$ cat config.mk
export PLATFORM = sky130hd
export DESIGN_NAME = plbt_div
export DESIGN_NICKNAME = d
export VERILOG_FILES = /design/src/rtl/plbt_pkg.sv /design/src/rtl/plbt_div.sv
export SDC_FILE = /design/constraint.sdc
export NUM_CORES = 1
export LEC_CHECK = 0
export BUFFER_PORTS_ARGS = -buffer_cell sky130_fd_sc_hd__clkbuf_2
export CORE_MARGIN = 1
export CORE_UTILIZATION = 53
export CTS_BUF_LIST = sky130_fd_sc_hd__clkbuf_4 sky130_fd_sc_hd__clkbuf_8
export CTS_CLUSTER_SIZE = 30
export DETAILED_ROUTE_END_ITERATION = 6
export PLACE_DENSITY = 0.81
export SETUP_SLACK_MARGIN = 0.02
export SLEW_MARGIN = 0
export SYNTH_ARGS = -nofsm -noshare
export SYNTH_HDL_FRONTEND = slang
export SYNTH_SLANG_ARGS = --single-unit
$ cat constraint.sdc
create_clock -name clk_i -period 2.6 [get_ports clk_i]
set_input_delay 0.39 -clock clk_i [delete_from_list [all_inputs] [get_ports clk_i]]
set_output_delay 0.39 -clock clk_i [all_outputs]
set_load 0.01 [all_outputs]
$ cat src/rtl/plbt_pkg.sv
// package for the price ladder best level tracker
// shared widths, request and config codes and word bit search functions; no dependencies
`default_nettype none
package plbt_pkg;

  localparam int unsigned LEVELS_DEF = 16384;
  localparam int unsigned WORD_BITS  = 64;
  localparam int unsigned WORD_TOP   = 63;
  localparam int unsigned WORD_W     = 6;
  localparam int unsigned PRICE_W    = 48;
  localparam int unsigned QTY_W      = 48;
  localparam int unsigned STEP_W     = 16;
  localparam int unsigned CFG_IDX_W  = 1;

  typedef enum logic [1:0] {
    REQ_SET   = 2'd0,
    REQ_READ  = 2'd1,
    REQ_CLEAR = 2'd2
  } req_e;

  typedef enum logic [CFG_IDX_W-1:0] {
    CFG_BASE_PRICE = 1'b0,
    CFG_TICK_STEP  = 1'b1
  } cfg_e;

  function automatic logic [WORD_W-1:0] low_bit(input logic [WORD_BITS-1:0] w);
    logic [WORD_W-1:0] n;
    n = '0;
    for (int i = WORD_TOP; i >= 0; i--) begin
      if (w[i]) n = WORD_W'(i);
    end
    return n;
  endfunction

  function automatic logic [WORD_W-1:0] high_bit(input logic [WORD_BITS-1:0] w);
    logic [WORD_W-1:0] n;
    n = '0;
    for (int i = 0; i <= WORD_TOP; i++) begin
      if (w[i]) n = WORD_W'(i);
    end
    return n;
  endfunction

endpackage
`default_nettype wire

$ cat src/rtl/plbt_div.sv
// iterative restoring divider, one quotient bit per cycle
// uses plbt_pkg; dividend must be below divisor times 2**QW
`default_nettype none
module plbt_div import plbt_pkg::*; #(
  parameter int unsigned QW = 14
) (
  input  wire logic                 clk_i,
  input  wire logic                 rst_ni,
  input  wire logic                 start_i,
  input  wire logic [QW+STEP_W-1:0] dividend_i,
  input  wire logic [STEP_W-1:0]    divisor_i,
  output      logic                 done_o,
  output      logic [QW-1:0]        quot_o
);

  localparam int unsigned CNT_W = $clog2(QW + 1);

  logic [STEP_W-1:0] rem_q, div_q;
  logic [QW-1:0]     low_q, quot_q;
  logic [CNT_W-1:0]  cnt_q;
  logic              busy_q;
  logic [STEP_W:0]   trial;
  logic              fits;

  assign trial  = {rem_q, low_q[QW-1]};
  assign fits   = trial >= {1'b0, div_q};
  assign done_o = busy_q && (cnt_q == CNT_W'(1));
  assign quot_o = {quot_q[QW-2:0], fits};

  always_ff @(posedge clk_i or negedge rst_ni) begin
    if (!rst_ni) begin
      busy_q <= 1'b0;
      cnt_q  <= '0;
    end else if (start_i) begin
      busy_q <= 1'b1;
      cnt_q  <= CNT_W'(QW);
    end else if (busy_q) begin
      cnt_q <= cnt_q - CNT_W'(1);
      if (cnt_q == CNT_W'(1)) busy_q <= 1'b0;
    end
  end

  always_ff @(posedge clk_i) begin
    if (start_i) begin
      rem_q  <= dividend_i[QW+STEP_W-1:QW];
      low_q  <= dividend_i[QW-1:0];
      div_q  <= divisor_i;
      quot_q <= '0;
    end else if (busy_q) begin
      rem_q  <= fits ? STEP_W'(trial - {1'b0, div_q}) : STEP_W'(trial);
      low_q  <= {low_q[QW-2:0], 1'b0};
      quot_q <= {quot_q[QW-2:0], fits};
    end
  end

endmodule
`default_nettype wire

* Yosys cells after proc, flatten, opt, wreduce, memory -nomap -nowiden
Index checks and enable logic that the tools add are counted.
** Word-level totals
- Register bits :: 64
- Input bits :: 49
- Output and inout port bits :: 15
- Word-level logic and storage cells :: 22
** Cells by class
- Add/sub/neg operators :: 2
- Magnitude comparators :: 1
- Eq/ne operators :: 1
- Multiplexer cells :: 10
- Reduce and logical (&&, ||, !) cells :: 2
** Operators with widths (count)
- 16-bit two-way mux :: 3
- 14-bit two-way mux :: 2
- 17-bit by 16-bit >= comparator with 1-bit output :: 1
- 16-bit subtractor :: 1
- 4-bit two-way mux :: 2
- 4-bit by 1-bit equality test with 1-bit output, second input constant :: 1
- 4-bit by 1-bit subtractor with 4-bit output, second input constant :: 1
- 1-bit two-way mux :: 3
- 2-bit nonzero test :: 1
- 1-bit logical AND :: 1

* Depth between registers and ports, before layout
Gate-level depths: netlist of the first run.
- Depth after elaboration :: 4
- Depth in mapped cells :: 11

* Worst setup path before layout of the first run
OpenSTA, ideal clock, no wires.
- Path type :: register to register
- Start :: register low_q[13]
- End :: register rem_q[8] (data pin)
- Setup time :: 0.259 ns
- Arrival time :: 2.282 ns
- Required time :: 2.341 ns
- Slack :: 0.059 ns
- Cell stages (with the launch flop) :: 11
- Buffers on the path :: 0
- Cells stage by stage :: edfxtp_1 -> inv_1 -> ha_1 -> inv_1 -> fa_1 -> a211oi_2 -> o21bai_2 -> a2111oi_2 -> or4_1 -> a211oi_1 -> a211o_1
** Between the ends
- Word-level cells in the longest chain between the ends :: 4
** Ends and longest elaborated chain
- start, declared :: line plbt_div.sv:19 : logic [QW-1:0] low_q, quot_q;
- start signal, assigned :: line plbt_div.sv:46 : low_q <= dividend_i[QW-1:0];
- start signal, assigned :: line plbt_div.sv:51 : low_q <= {low_q[QW-2:0], 1'b0};
- 16-bit subtractor or 17-bit by 16-bit >= comparator with 1-bit output (tied branches) :: line plbt_div.sv:50, plbt_div.sv:26
- 16-bit two-way mux (*) :: line plbt_div.sv:50 : rem_q <= fits ? STEP_W'(trial - {1'b0, div_q}) : STEP_W'(trial);
- 16-bit two-way mux (*) :: line plbt_div.sv:49 : end else if (busy_q) begin
- 16-bit two-way mux (*) :: line plbt_div.sv:44 : if (start_i) begin
- end signal, assigned :: line plbt_div.sv:45 : rem_q <= dividend_i[QW+STEP_W-1:QW];
- end signal, assigned :: line plbt_div.sv:50
- end, declared :: line plbt_div.sv:18 : logic [STEP_W-1:0] rem_q, div_q;
Every way passes the cells marked *; elsewhere a longest branch is shown, timed or not. The select of a mux whose other input is x is not followed.
A chain may end at the register's enable or synchronous reset.

* Worst setup path after layout of the first run
- Start :: register div_q[1]
- End :: output quot_o[0]
** Between the ends
- Word-level cells in the longest chain between the ends :: 1
** Ends and longest elaborated chain
- start, declared :: line plbt_div.sv:18
- start signal, assigned :: line plbt_div.sv:47 : div_q <= divisor_i;
- 17-bit by 16-bit >= comparator with 1-bit output :: line plbt_div.sv:26 : assign fits = trial >= {1'b0, div_q};
- end, declared :: line plbt_div.sv:13 : output logic [QW-1:0] quot_o
No other way between the ends.

==> metrics.md, run 1 <==
| Metric | Value |
|---|---|
| Result of the run | complete, but fails checks |
| Violated checks | negative setup slack |
| Detailed-routing iteration count for the pre-antenna-repair pass | 4 |
| Longest Clk Path Bufs | 2 |
| Category of the worst setup path capture point | output pin |
| DP Wirelength | 5.15 mm |
| Worst Hold Slack | around 0.22 ns |
| Ratio of cells with drive above 1 in the final layout | 0.392 |
| Kind of start point of the critical path | register |
| Number of enable-type register cells in the synthesized netlist | 46 |
| Type of the setup path with the least slack | register to output pin |
| Relative slew slack | 0.645 |
| Synth unique cells | 65 |
| Number of nets produced by synthesis | between 300 and 400 |
| Vias/cell | a little under 6 |
| Minimum setup slack in the final design | -0.0619 ns |
| Initial drt markers | 221 |
| Placed cell count | around 450 |
| Commonest cells after routing, fill and taps aside | clkbuf_2 (61), edfxtp_1 (46), nor2_1 (27), buf_4 (22), inv_1 (17) |
| Aggregate global-route resource usage | 0.224 |
| Layout overhead on the synthesized area | 24.1% |
| Core region area | ~6800 sq um |
| Number of instances in the synthesized netlist | about 320 |
| Register area share after synthesis | 0.480 |
| Count of non-filler cells in the finished layout | 483 |
| Sink count of the clock tree | 64 |
| DIE AREA | between 7000 and 8000 sq um |
| Number of routed nets with antenna violations | 0 |
| WL final | between 8 and 9 mm |
| Maximum capacitance violations | 0 |
| Data required time at the worst endpoint | 2.21 ns |
| Die Span X | roughly 85 um |
| Most frequent standard cell in the layout excluding fill and tap cells | clkbuf_2 |
| TritonCTS clock tree | yes |
| Class of the tightest hold or removal check | input pin to register |
| Leak Pwr | approximately 0.002 uW |
| Remaining design rule violation count | 0 |
| Worst Max-Slew Pin Slew | about 0.53 ns |
| Routed via count | ~2800 |
| Number of max-slew violations in the final report | 0 |
| Unrepaired setup endpoints after global routing | true |
| Final weighted congestion in routability-driven placement | around 0.92 |
| Count of antenna diodes in the layout | 0 |
| Number of top-level pins | 64 |
| Initial antenna violation count | 0 |
| Post-route core utilization | 0.676 |
| Syn Std Cell Area | roughly 3700 sq um |
| Buffers on Ports | 63 |
| Number of placement rows | 30 |
| Net count reported at finish | 466 |
| Starting density of the core | 0.545 |
| Largest net degree at the start of global routing | 25 |
| Global-route wire length before repair | around 13 mm |
| CTS Root Buffer Type | clkbuf_8 |
| TritonCTS Buffers | 9 |
| Register bit count reported by yosys | between 60 and 70 |
| Fraction of registers with async set or reset after synthesis | 0.0781 |
| Fin. Hold Viols | 0 |
| Worst endpoint data arrival time | ~2.3 ns |
| Average wire per cell in the routed design | 16.7 um |
| Post-layout min period | 2.66 ns |
| Power Dens Cells | between 1000 and 1500 nW/um^2 |
| Number of global-route vias before repair | 2735 |
| Final period utilization | 1.02 |
| Post-CTS clock slew at the launch and capture registers of the worst setup and hold paths | about 0.070 ns |
| Number of setup violations in the final report | 1 |
| Worst-Skew Late Latency | 0.35 ns |
| Post-synth top flop | edfxtp_1 |
| Crit path max fanout | 6 |
| Grt total ovfl | 0 |
| Synthesized area per cell | approximately 11 sq um |
| CTS H-Tree Depth | 3 |
| Skew final | ~0.0076 ns |
| Total power of the final layout | between 4000 and 5000 uW |
| Yosys warning count | 0 |
| Maximum clock frequency | ~380 MHz |
| Peak ir drop on the vdd network | about 0.52 mV |
| Chip height | ~85 um |
sequential cells by signal (all words and copies together), names as in the netlist:
signal / count
div_q: 16
rem_q: 16
low_q: 14
quot_q: 13
cnt_q: 4
busy_q: 1
layout make-up:
class                      instances  area [sq um]
timing repair buffer              87           508
tap                               80           100
clock inverter                     6          90.1
multi-input combinational        215          1870
fill                             491          2190
inverter                          21          91.3
sequential                        64          1770
clock buffer                      10           138
kinds of logic (layout without fill, tap and decap cells):
family,after synthesis,in the layout,synth area share
AND/OR/NAND/NOR,86,86,0.132
AO/OA/AOI/OAI,70,70,0.151
flip-flops,64,64,0.480
buffers and inverters,42,124,0.0605
multiplexers,29,29,0.0836
adder cells (fa/ha/maj),19,19,0.0666
XOR/XNOR,11,11,0.0262
final timing paths:
kind,startpoint,to,slack (ns),cells past startpoint
max reg2reg,low_q[13],rem_q[8],0,10
max,div_q[1],quot_o[0],-0.06,8
min in group asynchronous,rst_ni,cnt_q[1],0.45,2
min reg2reg,quot_q[12],quot_q[12],0.50,2
max in group asynchronous,rst_ni,cnt_q[0],2.01,2
min,divisor_i[10],div_q[10],0.22,1
synth_stat cells, drive strengths merged (6+ instances only):
library cell  number  area share
edfxtp            46        0.38
nor2              30       0.031
inv               21       0.022
ha                18       0.061
buf               15       0.032
mux2i             15       0.041
mux2              14       0.043
dfxtp             13       0.071
o21ai             12       0.016
a21oi             10       0.016
nand2             10       0.010
nor3b             10       0.029
nor3               9       0.014
a221o              6       0.016
clkbuf             6      0.0065
nand2b             6       0.010
o31ai              6       0.014
xor2               6       0.014
critical path, stage by stage, from the launching register on:
cell	delay [ns]
edfxtp_1	0.38
inv_2	0.10
ha_4	0.21
nor2b_4	0.13
o31a_1	0.34
o31ai_4	0.30
a31o_4	0.26
clkinv_8	0.08
buf_6	0.12
power by group:
group          switching, uW  internal, uW  total [uW]
registers                132          1340        1470
logic                   1300          1220        2520
clock network            405           570         974
total                   1840          3120        4960
what timing repair did:
action / CTS / global route
pin swaps: 5 / 16
hold buffers: 1 / 0
hold endpoints to repair: 5 / 0
setup buffers: 2 / 10
resized for setup: 19 / 20
endpoints found under the setup margin: 5 / 13
metrics by stage:
| step | worst slack (ns) | instance area, sq um | TNS, ns |
|---|---|---|---|
| after floorplan | 0.0592 | 3680 | 0 |
| after global placement | 0.0154 | 4040 | 0 |
| after detailed placement | -0.0442 | 4040 | -0.0531 |
| after CTS | -0.0237 | 4400 | -0.0237 |
| after global routing | -0.134 | 4570 | -0.660 |
| final | -0.0619 | 4570 | -0.0619 |
routing by layer:
| metal | vias up | track usage | part of all wire |
|---|---|---|---|
| met2 | 123 | 0.387 | 0.50 |
| met5 | - | 0 | 0 |
| met4 | 0 | 0.120 | 0.037 |
| li1 | 1341 | - | - |
| met1 | 1345 | 0.254 | 0.40 |
| met3 | 27 | 0.0593 | 0.064 |
Note: power is estimated with default switching activity, not from simulation.
==> run 2, diff against run 1 <==
- CTS_BUF_LIST: sky130_fd_sc_hd__clkbuf_4 sky130_fd_sc_hd__clkbuf_8 -> sky130_fd_sc_hd__clkbuf_2
==> run 2 against run 1 <==
Register-to-register slack lost 0.14 ns; non-clock buffer count grew 10; the run still ends with negative setup slack left; design area is essentially flat; routed wire length shrank 2.7%; sequential share of layout area is essentially flat; via count shrank 1.2%; cell count grew 2.1%.
==> metrics.md, run 2 (same netlist as run 1, synthesis figures left out) <==
| Metric | Value |
|---|---|
| Result of the run | complete, but fails checks |
| Violated checks | negative setup slack |
| Biggest regs | div_q x16, rem_q x16, low_q x14 |
| Number of setup violations in the final report | 3 (+2) |
| Die Span X | 85.3 um (unchanged) |
| Number of max-slew violations in the final report | 0 (unchanged) |
| Number of placement rows | 30 (unchanged) |
| TritonCTS Buffers | 9 (unchanged) |
| Ratio of cells with drive above 1 in the final layout | 0.373 (-0.0192) |
| Longest Clk Path Bufs | 2 (unchanged) |
| Reg-to-reg startpoint | rem_q[0] |
| WL final | 7.85 mm (-2.7%) |
| Fillers | 503 (+2.4%) |
| Final period utilization | 1.07 (+0.0502) |
| Routed via count | 2802 (-1.2%) |
| Power Dens Cells | 1010 nW/um^2 (-7.3%) |
| Placed cell count | 454 (unchanged) |
| Starting density of the core | 0.545 (unchanged) |
| Fin. Hold Viols | 0 (unchanged) |
| Post-route core utilization | 0.676 (about the same) |
| Total placed instance area | 4040 sq um (unchanged) |
| Maximum capacitance violations | 0 (unchanged) |
| Chip height | 85.3 um (unchanged) |
| Core region area | 6760 sq um (unchanged) |
| Category of the worst setup path capture point | output pin |
| Number of global-route vias before repair | 2748 (+0.48%) |
| Commonest cells after routing, fill and taps aside | clkbuf_2 (70), edfxtp_1 (46), nor2_1 (29), buf_4 (21), inv_1 (17) |
| Post-layout min period | 2.79 ns (+0.130 ns) |
| Global-route wire length before repair | 12.6 mm (+0.33%) |
| Detailed-routing iteration count for the pre-antenna-repair pass | 4 (unchanged) |
| Cells along the critical path | ha_4 -> nor2b_4 -> o31a_1 -> o31ai_4 -> a31o_4 -> inv_8 -> buf_6 |
| TritonCTS clock tree | yes |
| Aggregate global-route resource usage | 0.228 (+0.00391) |
| Buffers on Ports | 63 (unchanged) |
| Minimum setup slack in the final design | -0.192 ns (-0.130 ns) |
| Worst-Skew Late Latency | 0.54 ns (+0.19 ns) |
| Delay contributed by the slowest stage of the critical path | 0.49 ns (+0.11 ns) |
| Remaining design rule violation count | 0 (unchanged) |
| Worst-case reg-to-reg path depth | 9 (-1) |
| Sink count of the clock tree | 64 (unchanged) |
| Post-CTS clock slew at the launch and capture registers of the worst setup and hold paths | 0.18 ns (+0.11 ns) |
| Crit Reg-Reg Endpoint | rem_q[15] |
| Vias/cell | 5.68 (-3.2%) |
| Unrepaired setup endpoints after global routing | true |
| Initial antenna violation count | 0 (unchanged) |
| DIE AREA | 7280 sq um (unchanged) |
| Critical-path cell with the highest stage delay | edfxtp_1 |
| Crit path max fanout | 2 (-4) |
| Relative slew slack | 0.677 (+0.0322) |
| Peak ir drop on the vdd network | 0.463 mV (-10%) |
| Type of the setup path with the least slack | register to output pin |
| Worst endpoint data arrival time | 2.40 ns (+0.13 ns) |
| Number of top-level pins | 64 (unchanged) |
| Setup slack of the worst register-to-register path | -0.14 ns (-0.14 ns) |
| Skew final | 0.0270 ns (+0.0194 ns) |
| DP Wirelength | 5.15 mm (unchanged) |
| Net count reported at finish | 476 (+2.1%) |
| Initial drt markers | 307 (+39%) |
| Grt total ovfl | 0 (unchanged) |
| Data required time at the worst endpoint | 2.21 ns (about the same) |
| Class of the tightest hold or removal check | input pin to register |
| Leak Pwr | 0.00200 uW (+0.44%) |
| Largest net degree at the start of global routing | 25 (unchanged) |
| Most frequent standard cell in the layout excluding fill and tap cells | clkbuf_2 |
| Count of non-filler cells in the finished layout | 493 (+2.1%) |
| Final weighted congestion in routability-driven placement | 0.924 (unchanged) |
| Average wire per cell in the routed design | 15.9 um (-4.6%) |
| Minimum setup slack after placement | -0.0442 ns (unchanged) |
| CTS Root Buffer Type | clkbuf_2 |
| Kind of start point of the critical path | register |
| Last element of the critical path | quot_o[0] |
| CTS H-Tree Depth | 3 (unchanged) |
| Count of antenna diodes in the layout | 0 (unchanged) |
| Number of routed nets with antenna violations | 0 (unchanged) |
| Worst Max-Slew Pin Slew | 0.480 ns (-0.0469 ns) |
| Maximum clock frequency | 358 MHz (-4.7%) |
| Crit path from | rem_q[0] |
| Area of all placed cells without fillers | 4570 sq um (about the same) |
| Layout overhead on the synthesized area | 24.2% (about the same) |
[run 2: cell count changes in the layout (fill, tap and decap cells not counted), sizes merged]
cell,before,now
dlygate4sd3,1,13
buf,25,23
inv,22,24
clkbuf,71,70
clkinv,3,2
[run 2: worst max-delay path: cells and delay by family, from the launching register on]
family / cells / cell delay (ns)
fa+ha+maj: 1 / 0.25
simple gates: 1 / 0.12
buf+inv: 2 / 0.15
compound gates: 3 / 0.86
flops: 1 / 0.49
[run 2: how the worst min path moves through the flow]
stage / cells past startpoint / from / to / slack [ns]
floorplan: 0 / rst_ni / busy_q / 0.09
global placement: 1 / rst_ni / cnt_q[3] / 0.21
detailed placement: 1 / rst_ni / cnt_q[2] / 0.21
CTS: 1 / divisor_i[2] / div_q[2] / 0.005
global route: 1 / divisor_i[3] / div_q[3] / -0.004
finish: 1 / divisor_i[1] / div_q[1] / 0.03
[run 2: per-layer routing]
layer  up-vias  routed length (um)  GRT usage
met5         -                   0          0
met4         0                 182      0.136
met3        16                 469     0.0613
met2        90                3930      0.378
met1      1332                3270      0.266
li1       1364                   -          -
[run 2: where the power goes]
| part | total, uW | internal (uW) | switching [uW] | leakage [uW] |
|---|---|---|---|---|
| Sequential | 1470 | 1330 | 132 | 0.000637 |
| Clock | 720 | 321 | 399 | 0.0000871 |
| Combinational | 2420 | 1170 | 1250 | 0.00128 |
| Total | 4600 | 2820 | 1780 | 0.00200 |
[run 2: cell type report]
class,instances,area [sq um],share of cell area
clock buffer,9,45.0,0.00986
clock inverter,7,93.8,0.0205
inverter,21,86.3,0.0189
multi-input combinational,215,1870,0.409
sequential,64,1770,0.387
tap,80,100,0.0219
timing repair buffer,97,609,0.133
[run 2: through the flow]
step           power (uW)  hold WS [ns]  TNS [ns]
6_report             4600        0.0300    -0.340
5_1_grt              4880      -0.00381    -0.794
4_1_cts              4400       0.00549    -0.142
3_5_place_dp         3380         0.214   -0.0531
3_3_place_gp         3340         0.212         0
2_1_floorplan        3090        0.0944         0
[run 2: what timing repair did]
| item | in CTS | in global routing |
|---|---|---|
| buffers inserted | 6 | 5 |
| hold endpoints to repair | 16 | 1 |
| pin swaps | 8 | 9 |
| resized for setup | 20 | 15 |
| hold buffers | 12 | 1 |
| setup endpoints to repair | 5 | 16 |
==> run 3, diff against run 2 <==
- CELL_PAD_IN_SITES_DETAIL_PLACEMENT: default -> 0
- CELL_PAD_IN_SITES_GLOBAL_PLACEMENT: default -> 1
- CORE_UTILIZATION: 53 -> 42
==> run 3 against run 2 <==
The run still ends with negative setup slack left; non-clock buffer count down 7; sequential share of layout area increased by 0.45 points; clock skew up 0.0019 ns; critical path depth stayed put; sequential power is essentially flat; count of clock-buffer cells in the layout unchanged; critical endpoint unchanged.
==> metrics.md, run 3 (same netlist as run 1, synthesis figures left out) <==
| Metric | Value |
|---|---|
| Result of the run | complete, but fails checks |
| Violated checks | negative setup slack |
| Minimum setup slack after placement | -0.0818 ns (-0.0376 ns) |
| Setup slack of the worst register-to-register path | -0.05 ns (+0.09 ns) |
| WL final | 7.70 mm (-2.0%) |
| Power Dens Cells | 1000 nW/um^2 (-0.29%) |
| Global-route wire length before repair | 12.3 mm (-2.7%) |
| Biggest regs | div_q x16, rem_q x16, low_q x14 |
| Initial drt markers | 111 (-64%) |
| Footprint of the multi-input gates | 1860 sq um (-0.60%) |
| Number of max-slew violations in the final report | 0 (unchanged) |
| Peak ir drop on the vdd network | 0.401 mV (-13%) |
| Number of placement rows | 33 (+10%) |
| DP Wirelength | 5.18 mm (+0.60%) |
| Data required time at the worst endpoint | 2.21 ns (about the same) |
| TritonCTS clock tree | yes |
| Final weighted congestion in routability-driven placement | 0.788 (-15%) |
| Clock network fraction of design power | 0.135 (-0.021) |
| Maximum clock frequency | 372 MHz (+3.9%) |
| Post-route core utilization | 0.542 (-0.135) |
| Internal Power | 2760 uW (-2.4%) |
| Hold-critical path endpoint | div_q[10] |
| Most frequent standard cell in the layout excluding fill and tap cells | clkbuf_2 |
| Type of the setup path with the least slack | register to output pin |
| Worst Hold Slack | 0.0492 ns (+0.0192 ns) |
| Post-layout min period | 2.69 ns (-0.104 ns) |
| Power share of the sequential group | 0.319 (about the same) |
| Family with the most delay on the worst path | compound AO/OA/AOI/OAI gates |
| Total power of the final layout | 4540 uW (-1.4%) |
| Crit Reg-Reg Endpoint | rem_q[15] |
| Kind of start point of the critical path | register |
| Largest net degree at the start of global routing | 55 (+120%) |
| Reg-to-reg startpoint | rem_q[0] |
| Longest Clk Path Bufs | 2 (unchanged) |
| Worst-Skew Late Latency | 0.50 ns (-0.04 ns) |
| WHS Path Cells | 1 (unchanged) |
| Minimum setup slack in the final design | -0.0885 ns (+0.104 ns) |
| Fraction of power consumed by combinational cells | 0.546 (+0.021) |
| Initial antenna violation count | 0 (unchanged) |
| Unrepaired setup endpoints after global routing | true |
| Cells along the critical path | ha_4 -> nor2b_4 -> o31a_1 -> o31ai_2 -> a31o_4 -> inv_8 -> buf_8 |
| Count of antenna diodes in the layout | 0 (unchanged) |
| Crit path max fanout | 2 (unchanged) |
| Worst-case reg-to-reg path depth | 9 (unchanged) |
| DIE AREA | 9140 sq um (+26%) |
| Ratio of cells with drive above 1 in the final layout | 0.401 (+0.0286) |
| Count of non-filler cells in the finished layout | 511 (+3.7%) |
| Sink count of the clock tree | 64 (unchanged) |
| Class of the tightest hold or removal check | input pin to register |
| Number of setup violations in the final report | 3 (unchanged) |
| Placed cell count | 478 (+5.3%) |
| Switching fraction of total power | 0.393 (+0.00614) |
| Layout overhead on the synthesized area | 22.7% |
| Maximum capacitance violations | 0 (unchanged) |
| CTS Root Buffer Type | clkbuf_2 |
| Remaining design rule violation count | 0 (unchanged) |
| Core region area | 8340 sq um (+23%) |
| Aggregate global-route resource usage | 0.179 (-0.0495) |
| Number of top-level pins | 64 (unchanged) |
| Starting density of the core | 0.441 (-0.103) |
| Net count reported at finish | 469 (-1.5%) |
| CTS H-Tree Depth | 3 (unchanged) |
| Routed via count | 2690 (-4.0%) |
| Storage cell area | 1770 sq um (unchanged) |
| Fillers | 737 (+47%) |
| Commonest cells after routing, fill and taps aside | clkbuf_2 (70), edfxtp_1 (46), nor2_1 (27), buf_4 (24), inv_1 (17) |
| Number of routed nets with antenna violations | 0 (unchanged) |
| TritonCTS Buffers | 9 (unchanged) |
| Vias/cell | 5.26 (-7.4%) |
| Critical-path cell with the highest stage delay | edfxtp_1 |
| Average wire per cell in the routed design | 15.1 um (-5.5%) |
| Delay contributed by the slowest stage of the critical path | 0.49 ns (about the same) |
| Relative slew slack | 0.607 (-0.0698) |
| Category of the worst setup path capture point | output pin |
| Switching power total | 1780 uW (+0.13%) |
| Buffers on Ports | 63 (unchanged) |
| Final period utilization | 1.03 (-0.0399) |
| Skew final | 0.0289 ns (+0.00194 ns) |
| Fin. Hold Viols | 0 (unchanged) |
| Min-Delay Startpoint | divisor_i[10] |
| Number of global-route vias before repair | 2615 (-4.8%) |
| Chip height | 95.6 um (+12%) |
| Die Span X | 95.6 um (+12%) |
| Grt total ovfl | 0 (unchanged) |
| Post-CTS clock slew at the launch and capture registers of the worst setup and hold paths | 0.20 ns (+0.02 ns) |
| Worst path buffer plus inverter count | 2 (unchanged) |
| Worst endpoint data arrival time | 2.30 ns (-0.10 ns) |
| Detailed-routing iteration count for the pre-antenna-repair pass | 4 (unchanged) |
| Worst Max-Slew Pin Slew | 0.589 ns (+0.109 ns) |
| Leak Pwr | 0.00198 uW (-1.2%) |
run 3: changes by cell type in the layout (fill, tap and decap cells not counted), sizes merged:
cell / delta
dlygate4sd3: -11
buf: +4
clkinv: +2
bufinv: -1
inv: -1
run 3: what timing repair did:
action,CTS,global route
setup endpoints to repair,4,15
buffers inserted,7,8
endpoints found under the hold margin,5,1
pin swaps,10,10
resized for setup,15,23
gates cloned,0,0
hold buffers,1,1
run 3: power by group through the flow:
stage	sequential [uW]	combinational (uW)	clock, uW
detailed placement	1450	1980	0
floorplan	1420	1670	0
CTS	1440	2210	637
global route	1470	2690	670
finish	1450	2470	612
global placement	1440	1960	0
run 3: area by class of cell:
cell class	count	area share
sequential	64	0.391
clock inverter	7	0.0155
clock buffer	9	0.00997
timing repair buffer	90	0.124
inverter	21	0.0191
multi-input combinational	215	0.411
tap	105	0.0291
run 3: stage by stage:
step           area, sq um  setup TNS [ns]
3_5_place_dp          4090         -0.0818
5_1_grt               4520          -0.642
3_3_place_gp          4090         -0.0273
6_report              4520          -0.189
2_1_floorplan         3680               0
4_1_cts               4350          -0.195
run 3: worst reg2reg max path, delay by kind of cell, from the launching register on:
family | cells | cell delay (ns)
flip-flops | 1 | 0.49
adder cells (fa/ha/maj) | 1 | 0.28
AND/OR/NAND/NOR | 1 | 0.12
AO/OA/AOI/OAI | 4 | 1.10
XOR/XNOR | 1 | 0.17
buffers and inverters | 2 | 0.29
run 3: metal layers:
layer	GRT usage	part of all wire
met5	0	0
met4	0.0634	0.017
met3	0.0534	0.050
met2	0.292	0.49
met1	0.223	0.44
run 3: worst max path at each step:
stage / startpoint / cells past startpoint / to
after floorplan: low_q[13] / 10 / rem_q[8]
after global placement: low_q[13] / 10 / rem_q[8]
after detailed placement: low_q[13] / 10 / rem_q[8]
after CTS: div_q[1] / 8 / quot_o[0]
after global routing: rem_q[0] / 7 / quot_o[0]
final: rem_q[0] / 7 / quot_o[0]
